===== config.mk =====
export PLATFORM = sky130hd
export DESIGN_NAME = pressure_sensor_compensation_unit
export DESIGN_NICKNAME = d
export VERILOG_FILES = /design/src/sv/psc_pkg.sv /design/src/sv/pressure_sensor_compensation_unit.sv
export SDC_FILE = /design/constraint.sdc
export NUM_CORES = 2
export LEC_CHECK = 0
export ABC_AREA = 0
export BUFFER_PORTS_ARGS = -buffer_cell sky130_fd_sc_hd__buf_2
export CORE_MARGIN = 2
export CORE_UTILIZATION = 55
export DETAILED_ROUTE_END_ITERATION = 6
export HOLD_SLACK_MARGIN = 0.1
export PLACE_DENSITY = 0.74
export SYNTH_ARGS = -nofsm -noshare
export SYNTH_HDL_FRONTEND = slang
export SYNTH_SLANG_ARGS = --single-unit

===== constraint.sdc =====
create_clock -name clk -period 10.8 [get_ports clk]
set_input_delay 0.54 -clock clk [delete_from_list [all_inputs] [get_ports clk]]
set_output_delay 0.54 -clock clk [all_outputs]
set_load 0.05 [all_outputs]

===== src/sv/psc_pkg.sv =====
// Package for the pressure sensor compensation unit.
// Holds the microcode word type, the control program, register indexes and constants.
// No dependencies.
package psc_pkg;

	localparam int  RawW   = 24;
	localparam int  CalW   = 16;
	localparam int  OperW  = 26;
	localparam int  ProdW  = 2 * OperW;
	localparam int  StepW  = 4;

	localparam longint TEMP_BASE = 2000;
	localparam longint TEMP_LOW  = -4000;
	localparam longint TEMP_HIGH = 8500;
	localparam longint PRES_LOW  = 1000;
	localparam longint PRES_HIGH = 120000;

	typedef enum logic [2:0] {
		REG_C1 = 3'd0,
		REG_C2 = 3'd1,
		REG_C3 = 3'd2,
		REG_C4 = 3'd3,
		REG_C5 = 3'd4,
		REG_C6 = 3'd5
	} reg_idx_t;

	typedef enum logic [1:0] {
		A_DT,
		A_DD,
		A_D1
	} a_sel_t;

	typedef enum logic [2:0] {
		B_C6,
		B_C4,
		B_C3,
		B_DT,
		B_DD,
		B_SLO,
		B_SHI
	} b_sel_t;

	typedef enum logic [3:0] {
		OP_NOP,
		OP_DT,
		OP_TEMP,
		OP_OFF,
		OP_SENS,
		OP_TI,
		OP_OFFI,
		OP_SENSI,
		OP_LOAD,
		OP_ACCHI,
		OP_SHR21,
		OP_SUBOFF,
		OP_FINISH
	} op_t;

	typedef enum logic [1:0] {
		J_NEXT,
		J_WARM,
		J_END
	} jump_t;

	typedef logic [StepW-1:0] step_t;

	typedef struct packed {
		logic   mul_en;
		a_sel_t a_sel;
		b_sel_t b_sel;
		op_t    op;
		jump_t  jump;
		step_t  target;
	} uword_t;

	localparam step_t STEP_PRESS  = 4'd8;
	localparam step_t STEP_FINISH = 4'd13;

	// control program
	function automatic uword_t ucode(input step_t step);
		uword_t w;
		w = '{1'b0, A_DT, B_C6, OP_NOP, J_NEXT, '0};
		unique case (step)
			4'd0:  w = '{1'b0, A_DT, B_C6,  OP_DT,     J_NEXT, '0};
			4'd1:  w = '{1'b1, A_DT, B_C6,  OP_NOP,    J_NEXT, '0};
			4'd2:  w = '{1'b1, A_DT, B_C4,  OP_TEMP,   J_NEXT, '0};
			4'd3:  w = '{1'b1, A_DT, B_C3,  OP_OFF,    J_NEXT, '0};
			4'd4:  w = '{1'b1, A_DT, B_DT,  OP_SENS,   J_WARM, STEP_PRESS};
			4'd5:  w = '{1'b1, A_DD, B_DD,  OP_TI,     J_NEXT, '0};
			4'd6:  w = '{1'b0, A_DT, B_C6,  OP_OFFI,   J_NEXT, '0};
			4'd7:  w = '{1'b0, A_DT, B_C6,  OP_SENSI,  J_NEXT, '0};
			4'd8:  w = '{1'b1, A_D1, B_SLO, OP_NOP,    J_NEXT, '0};
			4'd9:  w = '{1'b1, A_D1, B_SHI, OP_LOAD,   J_NEXT, '0};
			4'd10: w = '{1'b0, A_DT, B_C6,  OP_ACCHI,  J_NEXT, '0};
			4'd11: w = '{1'b0, A_DT, B_C6,  OP_SHR21,  J_NEXT, '0};
			4'd12: w = '{1'b0, A_DT, B_C6,  OP_SUBOFF, J_NEXT, '0};
			4'd13: w = '{1'b0, A_DT, B_C6,  OP_FINISH, J_END,  '0};
			default: w = '{1'b0, A_DT, B_C6, OP_NOP, J_END, '0};
		endcase
		return w;
	endfunction

	// signed divide by 2^k, truncating toward zero
	function automatic logic signed [63:0] div_pow2(input logic signed [63:0] x,
		input logic [5:0] k);
		logic signed [63:0] bias;
		bias = x[63] ? ((64'sd1 <<< k) - 64'sd1) : 64'sd0;
		return (x + bias) >>> k;
	endfunction

endpackage


===== src/sv/pressure_sensor_compensation_unit.sv =====
// Top level of the pressure sensor compensation unit.
// Microcoded datapath around one shared 26x26 signed multiplier; uses psc_pkg.
// Calibration words are written through the plain configuration port.

// Each beat on the input carries one raw pressure and one raw temperature
// conversion; the unit answers with exactly one beat holding the held
// temperature (0.01 degC) and held pressure (0.01 mbar) plus two update flags.
// The control program steps one microcode word per cycle through a single
// shared multiplier, stalling at its finish step while the output register
// still holds an untaken beat; at or above 20.00 degC it skips the low-temperature
// correction steps. The next input beat is taken the cycle after the result is loaded into the output register.
// Calibration words may be written only while the unit is idle.
module pressure_sensor_compensation_unit
	import psc_pkg::*;
(
	input  logic        clk,
	input  logic        arst_n,
	input  logic        s_tvalid,
	output logic        s_tready,
	input  logic [47:0] s_tdata,   // raw_pressure[23:0], raw_temperature[47:24]
	output logic        m_tvalid,
	input  logic        m_tready,
	output logic [31:0] m_tdata,   // temperature_hundredths[14:0], pressure_hundredths[31:15]
	output logic [1:0]  m_tuser,   // temperature_updated[0], pressure_updated[1]
	input  logic        cfg_write,
	input  logic [2:0]  cfg_index,
	input  logic [15:0] cfg_data
);

	logic [CalW-1:0] c1_q, c2_q, c3_q, c4_q, c5_q, c6_q;
	logic [RawW-1:0] d1_q, d2_q;
	logic signed [24:0] dt_q;
	logic signed [19:0] temp_q;
	logic signed [39:0] off_q;
	logic signed [37:0] sens_q;
	logic signed [ProdW-1:0] prod_q;
	logic signed [63:0] acc_q;
	logic        busy_q;
	step_t       step_q;
	logic        out_valid_q;
	logic        t_upd_q, p_upd_q;
	logic signed [14:0] held_t_q;
	logic [16:0] held_p_q;

	uword_t uw;
	logic signed [OperW-1:0] mul_a, mul_b;
	logic signed [ProdW-1:0] mul_res;
	logic signed [20:0] dd;
	logic signed [63:0] p64, temp64, off64, sens64, res, pres;
	logic        out_free, fin_go, advance, warm, t_ok, p_ok;

	assign uw       = ucode(step_q);
	assign s_tready = !busy_q;
	assign m_tvalid = out_valid_q;
	assign m_tdata  = {held_p_q, held_t_q};
	assign m_tuser  = {p_upd_q, t_upd_q};

	assign out_free = !out_valid_q || m_tready;
	assign fin_go   = busy_q && (uw.op == OP_FINISH) && out_free;
	assign advance  = busy_q && ((uw.op != OP_FINISH) || out_free);
	assign warm     = temp_q >= 20'sd2000;

	assign dd     = {temp_q[19], temp_q} - 21'sd2000;
	assign p64    = {{(64-ProdW){prod_q[ProdW-1]}}, prod_q};
	assign temp64 = {{44{temp_q[19]}}, temp_q};
	assign off64  = {{24{off_q[39]}}, off_q};
	assign sens64 = {{26{sens_q[37]}}, sens_q};

	always_comb begin
		case (uw.a_sel)
			A_DT:    mul_a = {dt_q[24], dt_q};
			A_DD:    mul_a = {{5{dd[20]}}, dd};
			A_D1:    mul_a = {2'b00, d1_q};
			default: mul_a = '0;
		endcase
		case (uw.b_sel)
			B_C6:    mul_b = {10'd0, c6_q};
			B_C4:    mul_b = {10'd0, c4_q};
			B_C3:    mul_b = {10'd0, c3_q};
			B_DT:    mul_b = {dt_q[24], dt_q};
			B_DD:    mul_b = {{5{dd[20]}}, dd};
			B_SLO:   mul_b = {7'd0, sens_q[18:0]};
			B_SHI:   mul_b = {{7{sens_q[37]}}, sens_q[37:19]};
			default: mul_b = '0;
		endcase
	end

	assign mul_res = mul_a * mul_b;

	always_comb begin
		res = '0;
		unique case (uw.op)
			OP_DT:     res = $signed({40'd0, d2_q}) - $signed({32'd0, c5_q, 8'd0});
			OP_TEMP:   res = TEMP_BASE + div_pow2(p64, 6'd23);
			OP_OFF:    res = $signed({31'd0, c2_q, 17'd0}) + div_pow2(p64, 6'd6);
			OP_SENS:   res = $signed({32'd0, c1_q, 16'd0}) + div_pow2(p64, 6'd7);
			OP_TI:     res = temp64 - (((p64 <<< 3) + (p64 <<< 1) + p64) >>> 35);
			OP_OFFI:   res = off64 - (((p64 <<< 5) - p64) >>> 3);
			OP_SENSI:  res = sens64 - (((p64 <<< 6) - p64) >>> 5);
			OP_LOAD:   res = p64;
			OP_ACCHI:  res = acc_q + (p64 <<< 19);
			OP_SHR21:  res = div_pow2(acc_q, 6'd21);
			OP_SUBOFF: res = acc_q - off64;
			OP_FINISH: res = acc_q;
			OP_NOP:    res = '0;
			default:   res = '0;
		endcase
	end

	assign pres = div_pow2(acc_q, 6'd15);
	assign t_ok = (temp64 >= TEMP_LOW) && (temp64 <= TEMP_HIGH);
	assign p_ok = (pres >= PRES_LOW) && (pres <= PRES_HIGH);

	always_ff @(posedge clk or negedge arst_n) begin
		if (!arst_n) begin
			c1_q <= '0;
			c2_q <= '0;
			c3_q <= '0;
			c4_q <= '0;
			c5_q <= '0;
			c6_q <= '0;
		end else if (cfg_write) begin
			case (cfg_index)
				REG_C1:  c1_q <= cfg_data;
				REG_C2:  c2_q <= cfg_data;
				REG_C3:  c3_q <= cfg_data;
				REG_C4:  c4_q <= cfg_data;
				REG_C5:  c5_q <= cfg_data;
				REG_C6:  c6_q <= cfg_data;
				default: ;
			endcase
		end
	end

	always_ff @(posedge clk or negedge arst_n) begin
		if (!arst_n) begin
			busy_q      <= 1'b0;
			step_q      <= '0;
			out_valid_q <= 1'b0;
			t_upd_q     <= 1'b0;
			p_upd_q     <= 1'b0;
			held_t_q    <= '0;
			held_p_q    <= '0;
		end else begin
			if (s_tvalid && !busy_q) begin
				busy_q <= 1'b1;
				step_q <= '0;
			end else if (advance) begin
				unique case (uw.jump)
					J_NEXT: step_q <= step_q + 4'd1;
					J_WARM: step_q <= warm ? uw.target : step_q + 4'd1;
					J_END:  busy_q <= 1'b0;
					default: busy_q <= 1'b0;
				endcase
			end
			if (fin_go) begin
				out_valid_q <= 1'b1;
				t_upd_q     <= t_ok;
				p_upd_q     <= p_ok;
				if (t_ok) begin
					held_t_q <= temp_q[14:0];
				end
				if (p_ok) begin
					held_p_q <= pres[16:0];
				end
			end else if (out_valid_q && m_tready) begin
				out_valid_q <= 1'b0;
			end
		end
	end

	always_ff @(posedge clk) begin
		if (s_tvalid && !busy_q) begin
			d1_q <= s_tdata[23:0];
			d2_q <= s_tdata[47:24];
		end
		if (busy_q && uw.mul_en) begin
			prod_q <= mul_res;
		end
		if (busy_q) begin
			case (uw.op)
				OP_DT:                     dt_q   <= res[24:0];
				OP_TEMP, OP_TI:            temp_q <= res[19:0];
				OP_OFF, OP_OFFI:           off_q  <= res[39:0];
				OP_SENS, OP_SENSI:         sens_q <= res[37:0];
				OP_LOAD, OP_ACCHI, OP_SHR21, OP_SUBOFF: acc_q <= res;
				default: ;
			endcase
		end
	end

	a_step_range: assert property (@(posedge clk) disable iff (!arst_n)
		busy_q |-> step_q <= STEP_FINISH)
		else $error("step counter ran past the program");

	a_done_idle: assert property (@(posedge clk) disable iff (!arst_n)
		fin_go |=> !busy_q && m_tvalid)
		else $error("finish step did not release the sequencer");

	a_temp_range: assert property (@(posedge clk) disable iff (!arst_n)
		m_tvalid && m_tuser[0] |->
			$signed(m_tdata[14:0]) >= -15'sd4000 && $signed(m_tdata[14:0]) <= 15'sd8500)
		else $error("updated temperature out of range");

	a_pres_range: assert property (@(posedge clk) disable iff (!arst_n)
		m_tvalid && m_tuser[1] |-> m_tdata[31:15] >= 17'd1000 && m_tdata[31:15] <= 17'd120000)
		else $error("updated pressure out of range");

endmodule

---- Word-level counts from Yosys, hierarchy flattened ----
Memories as Yosys holds them, arrays and structs flattened.
Index checks and enable logic that the tools add are counted.
storage, ports and cells
  input bits .............................. 72
  memories ................................ 1
  flip-flop bits (word level) ............. 423
  ROM bits ................................ 208
  logic and storage cells ................. 135
operators by class
  $add $sub $neg .......................... 20
  muxes and demuxes ....................... 17
  bitwise logic cells ..................... 1
  order comparisons ....................... 5
  equality and inequality tests ........... 28
  reduce and logical (&&, ||, !) cells .... 40
  $mul .................................... 1
memory list
  memory           depth  width  rd ports  clocked after Yosys merged registers in  wr ports  line           text
  (no name shown)  16     13     1         0                                        0         psc_pkg.sv:83  unique case (step)
operators by type and width
  kind                      number
  $pmux W64 S12             1
  $pmux W26 S7              1
  $pmux W26 S3              1
  $add A64 B16 Y64          1
  $add A64 B22 Y64          1
  $add A64 B64 Y64          1
  $sub A64 B40 Y64          1
  $sub A58 B52 Y59          1
  $sub A57 B52 Y58          1
  $add A56 B52 Y57          1
  $add A55 B53 Y56          1
  $sub A40 B55 Y56          1
  $sub A38 B54 Y55          1
  $add A52 B24 Y53          1
  $add A52 B7 Y53           1
  $add A52 B8 Y53           1
  $mul A26 B26 Y52          1
  $ge A49 B11 Y1 const B    1
  $le A49 B18 Y1 const B    1
  $add A34 B47 Y48          1
  $add A33 B46 Y47          1
  $add A12 B30 Y31 const A  1
  $reduce_and A2 Y1         15
  $sub A24 B24 Y25          1
  other kinds (36)          74

---- Logic depth before layout (Yosys ltp) ----
  depth after elaboration ................. 6
  depth in mapped cells ................... 41

---- Least setup slack after synthesis ----
Ideal clock, no wire load.
  kind .................................... flip-flop to flip-flop
  start point ............................. reg step_q[1]
  end point ............................... reg prod_q[51], data pin
  setup time .............................. 0.260 ns
  clock period less this slack ............ 10.111 ns
  path slack .............................. 0.689 ns
  stages on the path, launching flop included .. 38
  data required time ...................... 10.540 ns
  arrival ................................. 9.851 ns
  path through ............................ dfrtp_1 clkbuf_1 inv_1 ha_1 mux2i_1 o21ai_0 clkbuf_1 clkbuf_1 buf_1 a31oi_1 o21ai_1 clkbuf_1 nand2_1 fa_1 inv_1 fa_1 inv_1 fa_1 (+2 left out) fa_1 fa_1 inv_1 fa_1 inv_1 ha_1 a21o_1 a21o_1 a21oi_1 o21bai_1 a21o_1 a21oi_1 o21ai_0 nor2b_1 a211o_1 a21o_1 a21oi_1 xnor2_1
between the ends
  cells in the longest elaborated chain, start to end .. 4
RTL lines
  what                                                 line                                                                              text
  start: declaration                                   pressure_sensor_compensation_unit.sv:39                                           step_t step_q;
  start signal: assignment                             pressure_sensor_compensation_unit.sv:150                                          J_NEXT: step_q <= step_q + 4'd1;
  start signal: assignment                             pressure_sensor_compensation_unit.sv:151                                          J_WARM: step_q <= warm ? uw.target : step_q + 4'd1;
  $mem_v2 Z16 W13 (*)                                  n/a
  $eq A3 B3 Y1, or another cell as far along           pressure_sensor_compensation_unit.sv:76                                           case (uw.b_sel)
  $pmux W26 S7 / $pmux W26 S3 (equally long branches)  pressure_sensor_compensation_unit.sv:76, pressure_sensor_compensation_unit.sv:70
  $mul A26 B26 Y52 (*)                                 pressure_sensor_compensation_unit.sv:88                                           assign mul_res = mul_a * mul_b;
  via mul_res[51]                                      pressure_sensor_compensation_unit.sv:47                                           logic signed [ProdW-1:0] mul_res;
  end signal: assignment                               pressure_sensor_compensation_unit.sv:178                                          prod_q <= mul_res;
  end: declaration                                     pressure_sensor_compensation_unit.sv:36                                           logic signed [ProdW-1:0] prod_q;
The timed path passes the listed nets; every way through them passes the cells marked *.
A chain may end at the register's enable or synchronous reset.

---- Worst setup path after layout ----
  start point ............................. reg step_q[1]
  end point ............................... reg prod_q[48], data pin
Same word-level chain as after synthesis.

==> results_dict.tcl <==
set metrics [dict create \
    syn_to_final_growth_pct 8.47 \
    slew_viol_final 1 \
    rows 131 \
    relSlewSlack_pct -0.419 \
    clock-skew-final_ns 0.0464 \
    layout_commonest_cell "inv_1" \
    core_area_um2 128000 \
    tightest_slew_ns 1.49 \
    clock_latency_ns 0.69 \
    synth_flop_cell "edfxtp_1" \
    via_count 66900 \
    ant_nets 0 \
    worst_setup_path_end_kind "register" \
    place_congestion 1.09 \
    synth_fp_nets 9640 \
    fin_ws_ns 0.483 \
    path_class "reg2reg" \
    cts.sinks 423 \
    grt_usage_pct 45.9 \
    hold_path_class "in2reg" \
    h-tree-depth 2 \
    postSynthCellCount 8185 \
    dieHeight_um 363 \
    synth_largest_area_cell "fa_1" \
    yosys_warnings 0 \
    instances_no_fill 10100 \
    clkTransAtPathRegs_ns 0.07 \
    synth_area_um2 71000 \
    synth_top_area_share_pct 21.2 \
    cts_buffers 54 \
    postSynth.asyncResetShare_pct 32.2 \
    drive_gt1_share_pct 8.19 \
    drt_iter0_drc 9364 \
    violations "design-rule violations, max-capacitance violations, max-slew violations" \
    io_pins 108 \
    grt.overflow.total 0 \
    grt_max_degree 71 \
    wl_per_cell_um 30.3 \
    fmax_ghz 0.0969 \
    synth-seq-cells 423 \
    fin_nets 9806 \
    start_kind "register" \
    hold_viol 0 \
    die-width_um 363 \
    cts_tree "yes" \
    max_cap_violations 1 \
    finalSetupViolations 0 \
    antenna_found_initial 20 \
    yosysSeqAreaShare_pct 16.9 \
    place_hpwl_mm 246 \
    dpl.cell_count 9907 \
    grt_pass1_wl_mm 440 \
    slowest_delay_ns 0.56 \
    dr.pass1.iters 7 \
    postSynthAreaPerCell_um2 8.67 \
    die_area_um2 132000 \
    grt_pass1_vias 65400 \
    synth_edf_count 287 \
    viasPerCell 6.64 \
    clock-root-buffer "clkbuf_16" \
    crit_path_top_delay_cell "fa_1" \
    layout_worst_path_cycle_share_pct 95.5 \
    rsz0062_at_grt "false" \
    numPortBuffers 107 \
    required_ns 11.23 \
    yosysUniqueCellTypes 99 \
    drt_wl_total_mm 305 \
    finalSetupTns_ns 0 \
    busiest_layer "met2" \
    path_max_fanout 13 \
    clockBufferDepth 3 \
    use_met2_pct 68.5 \
    cp.arrival_ns 10.75 \
    synth_area_leaders "fa_1 21%, edfxtp_1 12%, ha_1 11%, inv_1 5.3%, xnor2_1 5.1%" \
    initial_core_util_pct 55.5 \
    remaining_drc_errors 21 \
    period_needed_ns 10.32 \
    use_met3_pct 12.0 \
    final_cell_mix "994 x inv_1, 852 x nand2_1, 750 x fa_1, 632 x ha_1, 594 x nor2_1" \
    outcome "finished with violations" \
    place_ws_ns 0.591 \
    grtUsageMet1_pct 58.9 \
]
## final timing paths
check / start / end / slack (ns) / cells after the start
worst max register to register: step_q[1]$_DFFE_PN0P_ / prod_q[48]$_DFFE_PP_ / 0.48 / 35
worst min-delay path: m_tready / m_tvalid$_DFFE_PN0P_ / 0.21 / 4
max in group asynchronous: arst_n / held_t_q[11]$_DFFE_PN0P_ / 8.88 / 3
worst max-delay path: step_q[1]$_DFFE_PN0P_ / prod_q[48]$_DFFE_PP_ / 0.48 / 35
min in group asynchronous: arst_n / c5_q[1]$_DFFE_PN0P_ / 0.43 / 2
worst min register to register: p_upd_q$_DFFE_PN0P_ / p_upd_q$_DFFE_PN0P_ / 0.48 / 1
## critical path, delay by kind of cell (launching register included)
kind	cells	cell delay, ns
AND/OR/NAND/NOR	7	1.53
flip-flops	1	0.54
AO/OA/AOI/OAI	8	2.34
adder cells (fa/ha/maj)	9	4.19
buffers and inverters	10	1.34
XOR/XNOR	1	0.13
## Yosys cell counts (37+ instances only)
cell,number
a211oi_1,66
a21o_1,258
a21oi_1,507
a221oi_1,65
a22oi_1,37
a31oi_1,78
and2_1,82
and3_1,77
clkbuf_1,256
dfrtp_1,136
edfxtp_1,287
fa_1,751
ha_1,632
inv_1,995
mux2_2,105
nand2_1,853
nand2b_1,95
nand3_1,176
nand4_1,99
nor2_1,609
nor2b_1,67
nor3_1,128
o211ai_1,70
o21a_1,81
o21ai_0,327
o21bai_1,60
o221ai_1,37
or3_1,38
xnor2_1,414
xor2_1,206
## repair_timing
| item | in CTS | in global routing |
|---|---|---|
| endpoints found under the hold margin | 117 | 0 |
| buffers inserted | 0 | 0 |
| hold buffers | 49 | 0 |
| gates resized for setup | 0 | 7 |
| setup endpoints to repair | 0 | 2 |
## layer usage
layer	vias to the layer above	share of wire (%)
met3	1056	13
met1	32600	37
li1	28800	-
met5	-	0.021
met4	8	8.3
met2	4418	42
## through the flow
stage	instance area (µm²)	util, %	hold WS [ns]
after floorplan	71000	-	0.244
after global placement	74600	58.4	0.458
after detailed placement	74600	58.4	0.462
after CTS	77000	60.2	0.179
after global routing	77000	60.2	0.241
final	77000	60.2	0.211
## kinds of logic (layout without fill, tap and decap cells)
| kind of cell | after synthesis | count (layout) | synth area share (%) |
|---|---|---|---|
| AOI/OAI and AO/OA | 1930 | 1930 | 18.1 |
| other | 0 | 12 | 0 |
| DFF | 423 | 423 | 16.9 |
| and+or+nand+nor | 2397 | 2398 | 16.0 |
| muxes | 132 | 132 | 2.11 |
| adders and majority gates | 1383 | 1383 | 32.3 |
| buffers and inverters | 1300 | 1510 | 6.96 |
| xor gates and xnor gates | 620 | 620 | 7.65 |
## flip-flops by register name, summed over array words and instances (netlist names)
signal and count:
dt_q 25, c3_q 16, c2_q 16, p_upd_q 1, c6_q 16, held_p_q 17
c1_q 16, step_q 4, acc_q 64, c4_q 16, c5_q 16, t_upd_q 1
m_tvalid 1, temp_q 20, prod_q 52, busy_q 1, sens_q 38, off_q 40
held_t_q 15, d1_q 24, d2_q 24
## cell type report
class,count,area (µm²)
multi-input combinational,6463,54400
fill,11300,50800
sequential,423,12000
inverter,1001,3760
timing repair buffer,408,2940
tap,1662,2080
clock buffer,62,1430
clock inverter,39,387
antenna,12,30.0
Power is not shown: default switching activity piles up to over one toggle a cycle in this logic, so the estimate is an artifact.
